$ cat src/design/uar_pkg.sv
// ----------------------------------------------------------------------------
// uar_pkg - shared types and constants for the ultrasonic array ranger
// Phase codes, status codes, sizing constants and the result record.
// ----------------------------------------------------------------------------
package uar_pkg;

  localparam int MAX_SENSORS = 4;
  localparam int US_PER_CM   = 58;

  // sensors addressable by the 2-bit sensor index
  localparam int SENSOR_CAP  = (MAX_SENSORS < 4) ? MAX_SENSORS : 4;

  localparam logic [2:0] SENSOR_CAP_3B = 3'(SENSOR_CAP);
  localparam logic [5:0] SUB_CM_LAST   = 6'(US_PER_CM - 1);
  localparam logic [10:0] PULSE_CM_MAX = 11'h7FF;

  // sweep phases
  localparam logic [2:0] PH_IDLE      = 3'd0;
  localparam logic [2:0] PH_TRIG_LOW  = 3'd1;
  localparam logic [2:0] PH_TRIG_HIGH = 3'd2;
  localparam logic [2:0] PH_WAIT_RISE = 3'd3;
  localparam logic [2:0] PH_WAIT_FALL = 3'd4;
  localparam logic [2:0] PH_DELAY     = 3'd5;

  // measurement status
  localparam logic [1:0] ST_OK       = 2'd0;
  localparam logic [1:0] ST_RISE_TO  = 2'd1;
  localparam logic [1:0] ST_FALL_TO  = 2'd2;
  localparam logic [1:0] ST_EMPTY    = 2'd3;

  // configuration register indexes
  localparam logic [1:0] REG_NUM_SENSORS  = 2'd0;
  localparam logic [1:0] REG_INTER_DELAY  = 2'd1;
  localparam logic [1:0] REG_ECHO_TIMEOUT = 2'd2;
  localparam logic [1:0] REG_TRIG_HIGH    = 2'd3;

  typedef struct packed {
    logic       sweep_done;
    logic [1:0] status;
    logic [10:0] range_cm;
    logic [1:0] result_sensor;
    logic       result_valid;
    logic       busy_res;
    logic [3:0] trigger_lines;
  } res_t;

endpackage

$ cat src/design/ultrasonic_array_ranger_top.sv
// ----------------------------------------------------------------------------
// ultrasonic_array_ranger_top - multichannel ultrasonic ranger sweep controller
// Takes one tick/echo-sample beat per clock while the output keeps up and returns one result beat for it.
// ----------------------------------------------------------------------------
// Every input beat produces exactly one output beat. A beat is taken every
// clock while the output side keeps up. Each result is held in the single
// result register, which drives out_*, or in the skid entry on a stall. A
// two-entry output buffer (result register plus skid entry) lets one more
// beat be taken after out_tready drops. Configuration writes take effect on
// the next clock and should be made while no sweep is running.
module ultrasonic_array_ranger_top import uar_pkg::*; (
  input  logic        clk,
  input  logic        rst_n,
  input  logic        cfg_we,
  input  logic [1:0]  cfg_addr,
  input  logic [19:0] cfg_wdata,
  input  logic        in_tvalid,
  output logic        in_tready,
  input  logic [7:0]  in_tdata,   // tick, start_req, echo_levels[3:0], pad
  output logic        out_tvalid,
  input  logic        out_tready,
  output logic [23:0] out_tdata,  // trigger_lines[3:0], busy_res, result_sensor[1:0],
                                  // range_cm[10:0], status[1:0], pad
  output logic        out_tuser,  // result_valid
  output logic        out_tlast   // sweep_done
);

  logic beat;
  res_t res;
  res_t out_res;

  assign beat = in_tvalid && in_tready;

  uar_core u_core (
    .clk         (clk),
    .rst_n       (rst_n),
    .cfg_we      (cfg_we),
    .cfg_addr    (cfg_addr),
    .cfg_wdata   (cfg_wdata),
    .beat        (beat),
    .tick        (in_tdata[0]),
    .start_req   (in_tdata[1]),
    .echo_levels (in_tdata[5:2]),
    .res         (res)
  );

  uar_skid u_skid (
    .clk       (clk),
    .rst_n     (rst_n),
    .beat      (beat),
    .res       (res),
    .in_ready  (in_tready),
    .out_valid (out_tvalid),
    .out_ready (out_tready),
    .out_res   (out_res)
  );

  assign out_tdata = {4'd0, out_res.status, out_res.range_cm, out_res.result_sensor,
                      out_res.busy_res, out_res.trigger_lines};
  assign out_tuser = out_res.result_valid;
  assign out_tlast = out_res.sweep_done;

endmodule

$ cat src/design/uar_core.sv
// ----------------------------------------------------------------------------
// uar_core - sweep controller state and per-beat result logic
// Advances the sweep by one input beat and forms the matching result.
// ----------------------------------------------------------------------------
module uar_core import uar_pkg::*; (
  input  logic        clk,
  input  logic        rst_n,
  input  logic        cfg_we,
  input  logic [1:0]  cfg_addr,
  input  logic [19:0] cfg_wdata,
  input  logic        beat,
  input  logic        tick,
  input  logic        start_req,
  input  logic [3:0]  echo_levels,
  output res_t        res
);

  logic [2:0]  num_sensors_r;
  logic [19:0] inter_delay_r;
  logic [15:0] echo_timeout_r;
  logic [7:0]  trig_high_r;

  logic [2:0]  phase_r, phase_nxt;
  logic [1:0]  cur_r, cur_nxt;
  logic [19:0] cnt_r, cnt_nxt;
  logic [5:0]  sub_r, sub_nxt;
  logic [10:0] pcm_r, pcm_nxt;
  logic [10:0] dist_r [4];

  logic        echo;
  logic        done;
  logic        last;
  logic [1:0]  st;
  logic [19:0] cnt_inc;
  logic [2:0]  n_eff;
  logic [10:0] dist_out;

  always_ff @(posedge clk) begin
    if (!rst_n) begin
      num_sensors_r  <= 3'd4;
      inter_delay_r  <= 20'd60000;
      echo_timeout_r <= 16'd30000;
      trig_high_r    <= 8'd10;
    end else if (cfg_we) begin
      case (cfg_addr)
        REG_NUM_SENSORS:  num_sensors_r  <= cfg_wdata[2:0];
        REG_INTER_DELAY:  inter_delay_r  <= cfg_wdata;
        REG_ECHO_TIMEOUT: echo_timeout_r <= cfg_wdata[15:0];
        REG_TRIG_HIGH:    trig_high_r    <= cfg_wdata[7:0];
        default: ;
      endcase
    end
  end

  always_comb begin
    n_eff = num_sensors_r;
    if (n_eff == 3'd0) n_eff = 3'd1;
    if (n_eff > SENSOR_CAP_3B) n_eff = SENSOR_CAP_3B;
  end

  assign echo    = echo_levels[cur_r];
  assign cnt_inc = cnt_r + 20'd1;

  always_comb begin
    phase_nxt = phase_r;
    cur_nxt   = cur_r;
    cnt_nxt   = cnt_r;
    sub_nxt   = sub_r;
    pcm_nxt   = pcm_r;
    done      = 1'b0;
    st        = ST_OK;
    last      = 1'b0;
    dist_out  = dist_r[cur_r];

    case (phase_r)
      PH_TRIG_LOW: begin
        if (tick) begin
          if (cnt_inc >= 20'd2) begin
            phase_nxt = PH_TRIG_HIGH;
            cnt_nxt   = '0;
          end else begin
            cnt_nxt = cnt_inc;
          end
        end
      end
      PH_TRIG_HIGH: begin
        if (tick) begin
          if (cnt_inc >= {12'd0, trig_high_r}) begin
            phase_nxt = PH_WAIT_RISE;
            cnt_nxt   = '0;
          end else begin
            cnt_nxt = cnt_inc;
          end
        end
      end
      PH_WAIT_RISE: begin
        if (echo) begin
          phase_nxt = PH_WAIT_FALL;
          cnt_nxt   = '0;
          sub_nxt   = '0;
          pcm_nxt   = '0;
        end else if (cnt_r >= {4'd0, echo_timeout_r}) begin
          done = 1'b1;
          st   = ST_RISE_TO;
        end else if (tick) begin
          cnt_nxt = cnt_inc;
        end
      end
      PH_WAIT_FALL: begin
        if (!echo) begin
          done = 1'b1;
          st   = (cnt_r == '0) ? ST_EMPTY : ST_OK;
        end else if (cnt_r >= {4'd0, echo_timeout_r}) begin
          done = 1'b1;
          st   = ST_FALL_TO;
        end else if (tick) begin
          cnt_nxt = cnt_inc;
          if (sub_r >= SUB_CM_LAST) begin
            sub_nxt = '0;
            if (pcm_r != PULSE_CM_MAX) pcm_nxt = pcm_r + 11'd1;
          end else begin
            sub_nxt = sub_r + 6'd1;
          end
        end
      end
      PH_DELAY: begin
        if (cnt_r >= inter_delay_r) begin
          phase_nxt = PH_TRIG_LOW;
          cnt_nxt   = '0;
        end else if (tick) begin
          cnt_nxt = cnt_inc;
        end
      end
      default: begin
        // idle, and any unused code falls back here
        phase_nxt = PH_IDLE;
        if (start_req) begin
          phase_nxt = PH_TRIG_LOW;
          cur_nxt   = '0;
          cnt_nxt   = '0;
        end
      end
    endcase

    if (done) begin
      last      = ({1'b0, cur_r} + 3'd1) >= n_eff;
      cnt_nxt   = '0;
      phase_nxt = last ? PH_IDLE : PH_DELAY;
      if (st == ST_OK) dist_out = pcm_r;
      if (!last) cur_nxt = cur_r + 2'd1;
    end
  end

  always_ff @(posedge clk) begin
    if (!rst_n) begin
      phase_r <= PH_IDLE;
      cur_r   <= '0;
      cnt_r   <= '0;
      sub_r   <= '0;
      pcm_r   <= '0;
      for (int i = 0; i < 4; i++) begin
        dist_r[i] <= '0;
      end
    end else if (beat) begin
      phase_r <= phase_nxt;
      cur_r   <= cur_nxt;
      cnt_r   <= cnt_nxt;
      sub_r   <= sub_nxt;
      pcm_r   <= pcm_nxt;
      if (done) begin
        dist_r[cur_r] <= dist_out;
      end
    end
  end

  always_comb begin
    res               = '0;
    res.trigger_lines = (phase_nxt == PH_TRIG_HIGH) ? (4'd1 << cur_nxt) : 4'd0;
    res.busy_res      = (phase_nxt != PH_IDLE);
    res.result_valid  = done;
    if (done) begin
      res.result_sensor = cur_r;
      res.range_cm      = dist_out;
      res.status        = st;
      res.sweep_done    = last;
    end
  end

endmodule

$ cat src/design/uar_skid.sv
// ----------------------------------------------------------------------------
// uar_skid - result register with one skid entry
// Holds results for the output channel so the input side keeps moving.
// ----------------------------------------------------------------------------
module uar_skid import uar_pkg::*; (
  input  logic clk,
  input  logic rst_n,
  input  logic beat,
  input  res_t res,
  output logic in_ready,
  output logic out_valid,
  input  logic out_ready,
  output res_t out_res
);

  logic out_valid_r;
  logic skid_valid_r;
  res_t out_res_r;
  res_t skid_res_r;

  assign in_ready  = !skid_valid_r;
  assign out_valid = out_valid_r;
  assign out_res   = out_res_r;

  always_ff @(posedge clk) begin
    if (!rst_n) begin
      out_valid_r  <= 1'b0;
      skid_valid_r <= 1'b0;
    end else if (beat) begin
      // a beat is only taken with the skid entry empty
      if (!out_valid_r || out_ready) begin
        out_valid_r <= 1'b1;
      end else begin
        skid_valid_r <= 1'b1;
      end
    end else if (out_ready) begin
      out_valid_r  <= skid_valid_r;
      skid_valid_r <= 1'b0;
    end
  end

  always_ff @(posedge clk) begin
    if (beat) begin
      if (!out_valid_r || out_ready) out_res_r <= res;
      else skid_res_r <= res;
    end else if (out_ready && skid_valid_r) begin
      out_res_r <= skid_res_r;
    end
  end

endmodule

$ cat config.mk
export PLATFORM = sky130hd
export DESIGN_NAME = ultrasonic_array_ranger_top
export DESIGN_NICKNAME = d
export VERILOG_FILES = /design/src/design/uar_pkg.sv /design/src/design/ultrasonic_array_ranger_top.sv /design/src/design/uar_core.sv /design/src/design/uar_skid.sv
export SDC_FILE = /design/constraint.sdc
export NUM_CORES = 1
export LEC_CHECK = 0
export ABC_AREA = 1
export CAP_MARGIN = 20
export CORE_UTILIZATION = 30
export CTS_CLUSTER_SIZE = 25
export DETAILED_ROUTE_END_ITERATION = 8
export DONT_BUFFER_PORTS = 1
export PLACE_DENSITY = 0.5
export SLEW_MARGIN = 20
export SYNTH_ARGS = -nofsm -noshare
export SYNTH_HDL_FRONTEND = slang
export SYNTH_SLANG_ARGS = --single-unit
$ cat constraint.sdc
create_clock -name clk -period 3.56 [get_ports clk]
set_clock_uncertainty 0.05 [all_clocks]
set_input_delay 0.89 -clock clk [delete_from_list [all_inputs] [get_ports clk]]
set_output_delay 0.89 -clock clk [all_outputs]
set_load 0.01 [all_outputs]
* Word-level counts from Yosys, hierarchy flattened
Memory sizes are Yosys's and may differ from the RTL's. A register that Yosys moved wholly into a read port is not among the register bits. Cells that the tools add are included.
Word-level totals: flip-flop bits (word level) 135, RAM bits 44, input bits 35, output and inout bits 28, memories kept 1
Cells by class: $add $sub $neg 5, $lt $le $gt $ge 8, equality and inequality tests 21, shift operators 1, mux-type cells 76, bitwise gates (word level) 1, reduce and logical (&&, ||, !) cells 27
Memories:
- u_core.dist_r | depth 4, bits a word 11, rd ports 1, clocked after memory_dff 1, write ports 4, RTL line uar_core.sv:28 | logic [10:0] dist_r [4];
Operator list (number):
- $mux 20 | 11
- $pmux 20 s5 | 1
- $mux 11 | 9
- $mux 22 | 3
- $mux 3 | 10
- $mux 6 | 5
- $mux 2 | 11
- $pmux 11 s2 | 1
- $add 20x1->20 const B | 1
- $ge 20x16->1 | 1
- $ge 20x2->1 const B | 1
- $ge 20x20->1 | 1
- $ge 20x8->1 | 1
- $logic_not 20->1 | 1
- $mux 1 | 18
- $mux 16 | 1
- $reduce_and 2->1 | 8
- $pmux 3 s5 | 1
- $pmux 6 s2 | 1
- $add 11x1->11 const B | 1
- $ne 11x11->1 const B | 1
- $reduce_or 11->1 | 1
- $ne 2x1->1 const B | 5
- $eq 3x2->1 const B | 3
- 32 further kinds | 42

* Depth between registers and ports, before layout
Gate-level depths: netlist (run 1).
depth in word-level cells 11, depth in mapped cells 23, depth with buffers taken out 22

* Cells and area by module
A second synthesis (run 1) with hierarchy kept.
Second synthesis, totals: cell total of the unflattened synthesis 1289, area, all modules 10077.2 um^2
Modules (own cells, without submodules):
- uar_core | times used 1, cells an instance 1150, area each 8336.7 um^2
- uar_skid | times used 1, cells an instance 132, area each 1699.1 um^2
- ultrasonic_array_ranger_top | times used 1, cells an instance 7, area each 41.3 um^2

* Worst setup path after synthesis (run 1)
OpenSTA, ideal clock, no wires.
path kind input to register, start in in_tdata[4], end mem u_core.dist_r[3][0], enable pin, arrival 2.491 ns, setup slack 0.639 ns, stages on the path 10, buffers on the path 1, cell sequence o21ai_1 > o22ai_4 > o21ai_1 > nand2_2 > nand2_1 > buf_6 > inv_2 > nor2_1 > nand2_1 > o21ai_1
RTL lines:
- from (decl) | RTL line ultrasonic_array_ranger_top.sv:19 | input logic [7:0] in_tdata,
- to (decl) | RTL line uar_core.sv:28

==> summary.txt, run 1 <==
Run status
  – Status: finished, final reports clean

Floorplanning
  – Initial core utilization: 30.9%
  – Die X: 186 um
  – Num ports: 63
  – Placement Rows: 66
  – Die ar.: 34,600 um^2
  – Core ar.: 32,900 um^2
  – Die Height: 186 um

Layout
  – Util after Layout: 34.2%
  – Most common cell after layout, fill and taps aside: nand2_1
  – Multi-input logic area: 4790 um^2
  – Ant diodes: 0
  – Design Area, Final: 11,300 um^2
  – Fillers: 3,567
  – Layout Nets: 1,373
  – Commonest non-fill, non-tap cells in the layout: 322 x nand2_1, 152 x inv_1, 125 x nor2_1
  – Reg area: 4500 um^2
  – Layout cells sized above 1: 10.9%
  – Area growth, synth to finish: 10.9%

Logic synthesis
  – Fraction of registers with async set/reset: 0%
  – Mapped Area: 10,100 um^2
  – Ys Warns: 0
  – Post-synth top flop: dfxtp_1
  – Post-Synth Simple-Gate Area: 25.4%
  – Post-synth EDFFs: 88
  – Syn Inst Count: 1,282
  – XOR/XNOR Fraction of Synth Area: 0.678%
  – Post-synthesis register bit count: 181
  – Post-synthesis mux area share: 0%
  – Post-synthesis cell type count: 53
  – Largest family of logic cells by synthesized area: simple AND/OR/NAND/NOR gates
  – Post-synthesis compound-gate area fraction: 14.2%
  – Post-Synth Adder-Cell Area: 6.66%
  – Post-synthesis sequential area ratio: 44.4%
  – Mapped Avg Cell Area: 7.91 um^2

Detailed routing
  – Met1 WL: 12.4 mm
  – DR WL/cell: 15.3 um
  – DR WL met3: 1.43 mm
  – Drt pass-1 iters: 5
  – Overall routed net length: 26.7 mm
  – DRC violations left: 0
  – Remaining antenna violation count: 0
  – Via count: 8,166
  – Highest routed metal layer: met4
  – Vias per cell: 4.70
  – Met2 WL: 12.5 mm
  – DR iter-0 viols: 508

Setup path
  – Worst Reg-to-Reg Cells: 17
  – Crit path max fanout: 7
  – Crit Path Class: reg -> reg
  – Worst r2r src: u_core.cnt_r[1]
  – CP delay by family, top: simple AND/OR/NAND/NOR gates
  – Startpoint Class: register
  – Crit path from: u_core.cnt_r[1]
  – CP cell instances: ha_2, nand2_1, nor2_2, xor2_1, ha_1, nand2_1, nand2_1, nand2_1, nand2_1, a21oi_1, nand2_2, nand2_1, nand3_2, a21oi_2, nand2_1, nand2_1, nand2_1
  – Reg2reg end: u_skid.out_res[4]
  – Worst reg2reg setup slack: 0.33 ns
  – Setup crit end kind: register
  – Worst endpoint data arrival time: 3.39 ns
  – Critical path endpoint: u_skid.out_res[4]
  – Worst path slowest cell: dfxtp_1
  – Worst path required time: 3.72 ns
  – Cell mode on critical path: nand2_1
  – CP peak stage delay: 0.53 ns
  – Critical path depth: 17
  – Buffers & Inverters on Critical Path: 0

Global routing
  – Largest net degree at the start of global routing: 64
  – Gr ovfl total: 0
  – Vias in the first global route: 7,665
  – Gr usage total: 16.1%
  – Antenna violations before repair: 0
  – First-pass GRT wire length: 41.9 mm

STA
  – Final hold vios: 0
  – Worst slew pin tran: 0.821 ns
  – Worst slew margin: 45.2%
  – Final setup fails: 0
  – Setup_tns: 0 ns
  – F_max: 309 MHz
  – RSZ-0062 raised after global routing: false
  – Slew Viols, Final: 0
  – Period utilisation layout: 90.8%
  – Tmin final: 3.23 ns

Clock network
  – Clk sink count: 181
  – Clock root buffer: clkbuf_16
  – Post CTS Setup Buffer Count: 0
  – PostCTS Resize Cnt: 0
  – CTS Buf Count: 17
  – Post-CTS Hold Buffers: 0
  – CTS tree: done
  – CTS max path bufs: 2
  – Clk Latency, worst-skew pair: 0.45 ns
  – H-tree lvl count: 4
  – CTS clk-pin slew, worst paths: 0.08 ns

Power and ir drop
  – Total power: 4670 uW
  – Worst VDD drop: 0.331 mV
  – Lkg Pwr: 0.00469 uW
  – Power per cell area: 415 nW/um^2

Placement
  – Port bufs: 0
  – RD Place Congestion: 0.868
  – Post-DP HPWL: 19.6 mm
  – Placed Area: 10,700 um^2

Min path
  – Hold WC Path Type: reg -> reg

Flow run
  – Max-cap violation count: 0
worst min-delay path by stage:
stage	start	endpoint	slack, ns	cells after the start
floorplan	u_core.num_sensors_r[0]	u_core.num_sensors_r[0]	0.38	2
global placement	u_core.inter_delay_r[1]	u_core.inter_delay_r[1]	0.40	2
detailed placement	u_core.echo_timeout_r[15]	u_core.echo_timeout_r[15]	0.40	2
CTS	u_core.echo_timeout_r[1]	u_core.echo_timeout_r[1]	0.41	2
global route	u_core.inter_delay_r[16]	u_core.inter_delay_r[16]	0.44	2
finish	u_core.echo_timeout_r[1]	u_core.echo_timeout_r[1]	0.41	2
flip-flops by register name, indices dropped and copies added (netlist names), named ones only:
| name | count |
|---|---|
| u_core.cnt_r | 20 |
| u_core.cur_r | 2 |
| u_core.dist_r | 44 |
| u_core.echo_timeout_r | 16 |
| u_core.inter_delay_r | 20 |
| u_core.num_sensors_r | 3 |
| u_core.pcm_r | 11 |
| u_core.phase_r | 3 |
| u_core.sub_r | 6 |
| u_core.trig_high_r | 8 |
| u_skid.out_res | 22 |
| u_skid.out_valid | 1 |
| u_skid.skid_res_r | 22 |
| u_skid.skid_valid_r | 1 |
area by class of cell:
cell class,instances,share of cell area [%]
multi-input combinational,887,42.6
sequential,181,40.0
inverter,168,5.63
tap,442,4.91
clock buffer,17,3.78
timing repair buffer,29,1.93
clock inverter,15,1.10
report_power, final:
group | leakage, uW | internal [uW] | total, uW | switching (uW)
Combinational | 0.00277 | 162 | 542 | 380
Clock | 0.000264 | 912 | 1820 | 905
Sequential | 0.00165 | 2270 | 2320 | 49.6
Total | 0.00469 | 3340 | 4670 | 1330
worst min-delay path: stages (launching register included):
cell and delay (ns):
dfxtp_1 0.30, inv_1 0.06, a21oi_1 0.06
logic make-up (layout without fill, tap and decap cells):
family | Yosys count | count (layout)
compound gates | 242 | 242
flops | 181 | 181
other cells | 1 | 4
buf+inv | 217 | 229
fa+ha+maj | 54 | 54
simple gates | 580 | 580
xor+xnor | 7 | 7
cell usage after synthesis (11+ instances only):
cell type | number | area (um^2)
a21oi_1 | 95 | 475
a21oi_2 | 14 | 123
clkbuf_1 | 29 | 109
dfxtp_1 | 93 | 1860
edfxtp_1 | 88 | 2640
ha_1 | 54 | 676
inv_1 | 152 | 571
inv_2 | 12 | 45.0
nand2_1 | 322 | 1210
nand3_1 | 45 | 225
nand4_1 | 20 | 125
nor2_1 | 127 | 477
nor2_2 | 11 | 68.8
nor3_1 | 13 | 65.1
o211ai_1 | 18 | 135
o21ai_0 | 71 | 355
per-stage QoR:
step | hold WS (ns) | worst slack, ns | cells
finish | 0.406 | 0.329 | 1739
global route | 0.442 | 0.0286 | 1739
CTS | 0.414 | 0.208 | 1739
detailed placement | 0.403 | 0.221 | 1707
global placement | 0.397 | 0.276 | 1707
floorplan | 0.380 | 0.639 | 1285
layer usage:
layer | GRT usage (%) | vias to the layer above
li1 | - | 4242
met1 | 20.6 | 3739
met2 | 26.9 | 165
met3 | 3.64 | 20
met4 | 4.49 | 0
met5 | 0 | -
Power figures use the tool's default switching activity.
==> inputs of run 2 (changes only) <==
- SYNTH_HIERARCHICAL: unset -> 1
==> run 2 against run 1 <==
Fmax grew 8.0%. Clock power up 9.9%. Worst hold slack got worse by 0.00092 ns. Worst setup slack better by 0.24 ns. Cell area grew 0.61%. Largest cell class unchanged.
==> summary.txt, run 2 <==
Logic synthesis
  – Commonest cells in the netlist: 351 x nand2_1, 143 x inv_1, 122 x nor2_1
  – Syn Inst Count: 1,289 (+0.55%)
  – Fraction of registers with async set/reset: 0% (unchanged)
  – Most common cell in the netlist: nand2_1
  – Ys Warns: 6 (+6)
  – Post-synthesis sequential area ratio: 44.7% (+0.30 points)
  – Synth area leader: edfxtp_1
  – Post-synth EDFFs: 88 (unchanged)
  – Post-synthesis cell type count: 46 (-13%)
  – Mapped Avg Cell Area: 7.82 um^2 (-1.2%)
  – Post-synth top flop: dfxtp_1
  – Post-synthesis register bit count: 181 (unchanged)
  – Synth area leaders: edfxtp_1 26%, dfxtp_1 18%, nand2_1 13%
  – Top-area cell type share of the netlist area: 26.2% (+0.18 points)
  – Mapped Area: 10,100 um^2 (-0.68%)

Detailed routing
  – DR WL/cell: 15.0 um (-1.9%)
  – Drt pass-1 iters: 5 (unchanged)
  – Via count: 8,216 (+0.61%)
  – DR iter-0 viols: 539 (+6.1%)
  – Remaining antenna violation count: 0 (unchanged)
  – Overall routed net length: 26.4 mm (-1.2%)
  – Vias per cell: 4.69 (-0.13%)
  – DRC violations left: 0 (unchanged)

Power and ir drop
  – Clock power frac: 40.6% (+1.7 points)
  – Switch share: 28.3% (-0.25 points)
  – Comb power frac: 12.1% (+0.5 points)
  – Int Power: 3540 uW (+5.9%)
  – Power per cell area: 436 nW/um^2 (+4.9%)
  – Lkg Pwr: 0.00479 uW (+2.3%)
  – Worst VDD drop: 0.326 mV (-1.7%)
  – Total net switching power: 1400 uW (+4.6%)
  – Reg power frac: 47.3% (-2.2 points)

Setup path
  – Worst r2r src: u_core/cnt_r[10]
  – Crit path from: u_core/cnt_r[10]
  – Crit Path Class: reg -> reg
  – CP cell instances: ha_1, nand2_1, nor2_1, nor3_1, o21ai_0, nand2_1, nand4_2, nand2_1, nand2_1, buf_4, o21ai_0, inv_1, nand2_1, nor2_2, nand2_1, nand2_1
  – CP peak stage delay: 0.53 ns (about the same)
  – Crit path max fanout: 10 (+3)
  – Cell mode on critical path: nand2_1
  – Startpoint Class: register
  – Worst path required time: 3.72 ns (about the same)
  – CP delay by family, top: simple AND/OR/NAND/NOR gates
  – Worst reg2reg setup slack: 0.57 ns (+0.24 ns)
  – Worst path slowest cell: dfxtp_1
  – Worst endpoint data arrival time: 3.15 ns (-0.24 ns)
  – Buffers & Inverters on Critical Path: 2 (+2)
  – Setup crit end kind: register

Layout
  – Fillers: 3,484 (-2.3%)
  – Commonest non-fill, non-tap cells in the layout: 351 x nand2_1, 143 x inv_1, 122 x nor2_1
  – Ant diodes: 0 (unchanged)
  – Layout Nets: 1,386 (+0.95%)
  – Layout cells sized above 1: 10.1% (-0.87 points)
  – Reg area: 4500 um^2 (unchanged)
  – Multi-input logic area: 4720 um^2 (-1.6%)
  – Most common cell after layout, fill and taps aside: nand2_1
  – Area growth, synth to finish: 12.3%
  – Largest Register: u_core/dist_r
  – Util after Layout: 34.5% (+0.30 points)
  – Flip-flop count of the largest register after layout: 44 (unchanged)

Global routing
  – Largest net degree at the start of global routing: 63 (-1.6%)
  – Gr ovfl total: 0 (unchanged)
  – Antenna violations before repair: 0 (unchanged)
  – Vias in the first global route: 7,898 (+3.0%)
  – Gr usage total: 16.1% (about the same)
  – First-pass GRT wire length: 42.3 mm (+1.0%)

Clock network
  – PostCTS Resize Cnt: 0 (unchanged)
  – Clock root buffer: clkbuf_16
  – Post CTS Setup Buffer Count: 0 (unchanged)
  – Clk sink count: 181 (unchanged)
  – Clk Latency, worst-skew pair: 0.44 ns (about the same)
  – CTS tree: done
  – Post-CTS Hold Buffers: 0 (unchanged)
  – CTS Buf Count: 17 (unchanged)
  – CTS clk-pin slew, worst paths: 0.08 ns (about the same)
  – H-tree lvl count: 4 (unchanged)
  – CTS max path bufs: 2 (unchanged)

Floorplanning
  – Core ar.: 32,800 um^2 (-0.25%)
  – Die ar.: 34,300 um^2 (-0.67%)
  – Placement Rows: 66 (unchanged)
  – Die Height: 185 um (-0.34%)
  – Die X: 185 um (-0.34%)
  – Initial core utilization: 30.7% (-0.13 points)
  – Num ports: 63 (unchanged)

Min path
  – Worst hold start: u_core/sub_r[5]
  – Hold WC Path Type: reg -> reg

STA
  – F_max: 334 MHz (+8.0%)
  – Worst slew pin tran: 0.937 ns (+0.117 ns)
  – RSZ-0062 raised after global routing: false
  – Worst slew margin: 37.0% (-8.2 points)
  – Final setup fails: 0 (unchanged)
  – Period utilisation layout: 84.0% (-6.8 points)
  – Slew Viols, Final: 0 (unchanged)
  – Final hold vios: 0 (unchanged)
  – Tmin final: 2.99 ns (-0.240 ns)
  – Setup_tns: 0 ns (unchanged)

Run status
  – Status: finished, final reports clean

Placement
  – Post-DP HPWL: 19.2 mm (-2.2%)
  – RD Place Congestion: 0.866 (-0.18%)
  – Port bufs: 0 (unchanged)

Flow run
  – Max-cap violation count: 0 (unchanged)
==> run 2: cell count changes in the layout (fill, tap and decap cells not counted), moves of 5 or more <==
cell     change
a21oi_2      -7
buf_4        +8
inv_1        -9
nand2_1     +29
nand2_2      -5
o21ai_1      -7
xor2_1       +7
==> run 2: per-layer routing <==
metal	wire length (um)	share of wire, %	GRT usage [%]
met2	12200	46	26.9
met5	0	0	0
met1	12800	48	20.8
met4	361	1.4	4.60
met3	999	3.8	3.13
==> run 2: cell families (layout without fill, tap and decap cells) <==
logic type | after synthesis | after routing | synth area share, %
compound gates | 217 | 217 | 12.3
xor+xnor | 14 | 14 | 1.29
fa+ha+maj | 54 | 54 | 6.70
buf+inv | 213 | 231 | 8.68
flops | 181 | 181 | 44.7
other cells | 1 | 4 | 0.0372
simple gates | 609 | 609 | 26.3
==> run 2: worst paths after layout <==
path	endpoint	cells after the start
max reg2reg	u_skid/out_res[1]	16
max	u_skid/out_res[1]	16
min	u_core/sub_r[5]	2
min reg2reg	u_core/sub_r[5]	2
==> run 2: stage by stage <==
stage	total power [uW]	area (um^2)	cells	hold slack, ns	worst slack, ns
finish	4930	11300	1752	0.406	0.569
global placement	2980	10700	1720	0.391	0.554
floorplan	2800	10100	1292	0.380	0.695
CTS	4990	11300	1752	0.408	0.549
detailed placement	2980	10700	1720	0.396	0.558
global route	5160	11300	1752	0.432	0.230
==> run 2: worst min-delay path: stages, from the launching register on <==
cell     delay (ns)
dfxtp_1        0.32
inv_1          0.05
a21oi_1        0.05
==> run 2: cell type report <==
class	count	area share, %
Inverter	159	5.27
Timing Repair Buffer	40	2.98
Multi-Input combinational cell	898	41.7
Sequential cell	181	39.8
Tap cell	442	4.89
Clock inverter	14	1.60
Clock buffer	18	3.79
==> run 2: power groups by stage <==
stage	Clock, uW	Sequential, uW	Combinational [uW]
finish	2000	2330	599
global route	2140	2340	675
CTS	2050	2330	605
detailed placement	0	2380	602
global placement	0	2380	599
floorplan	0	2360	443
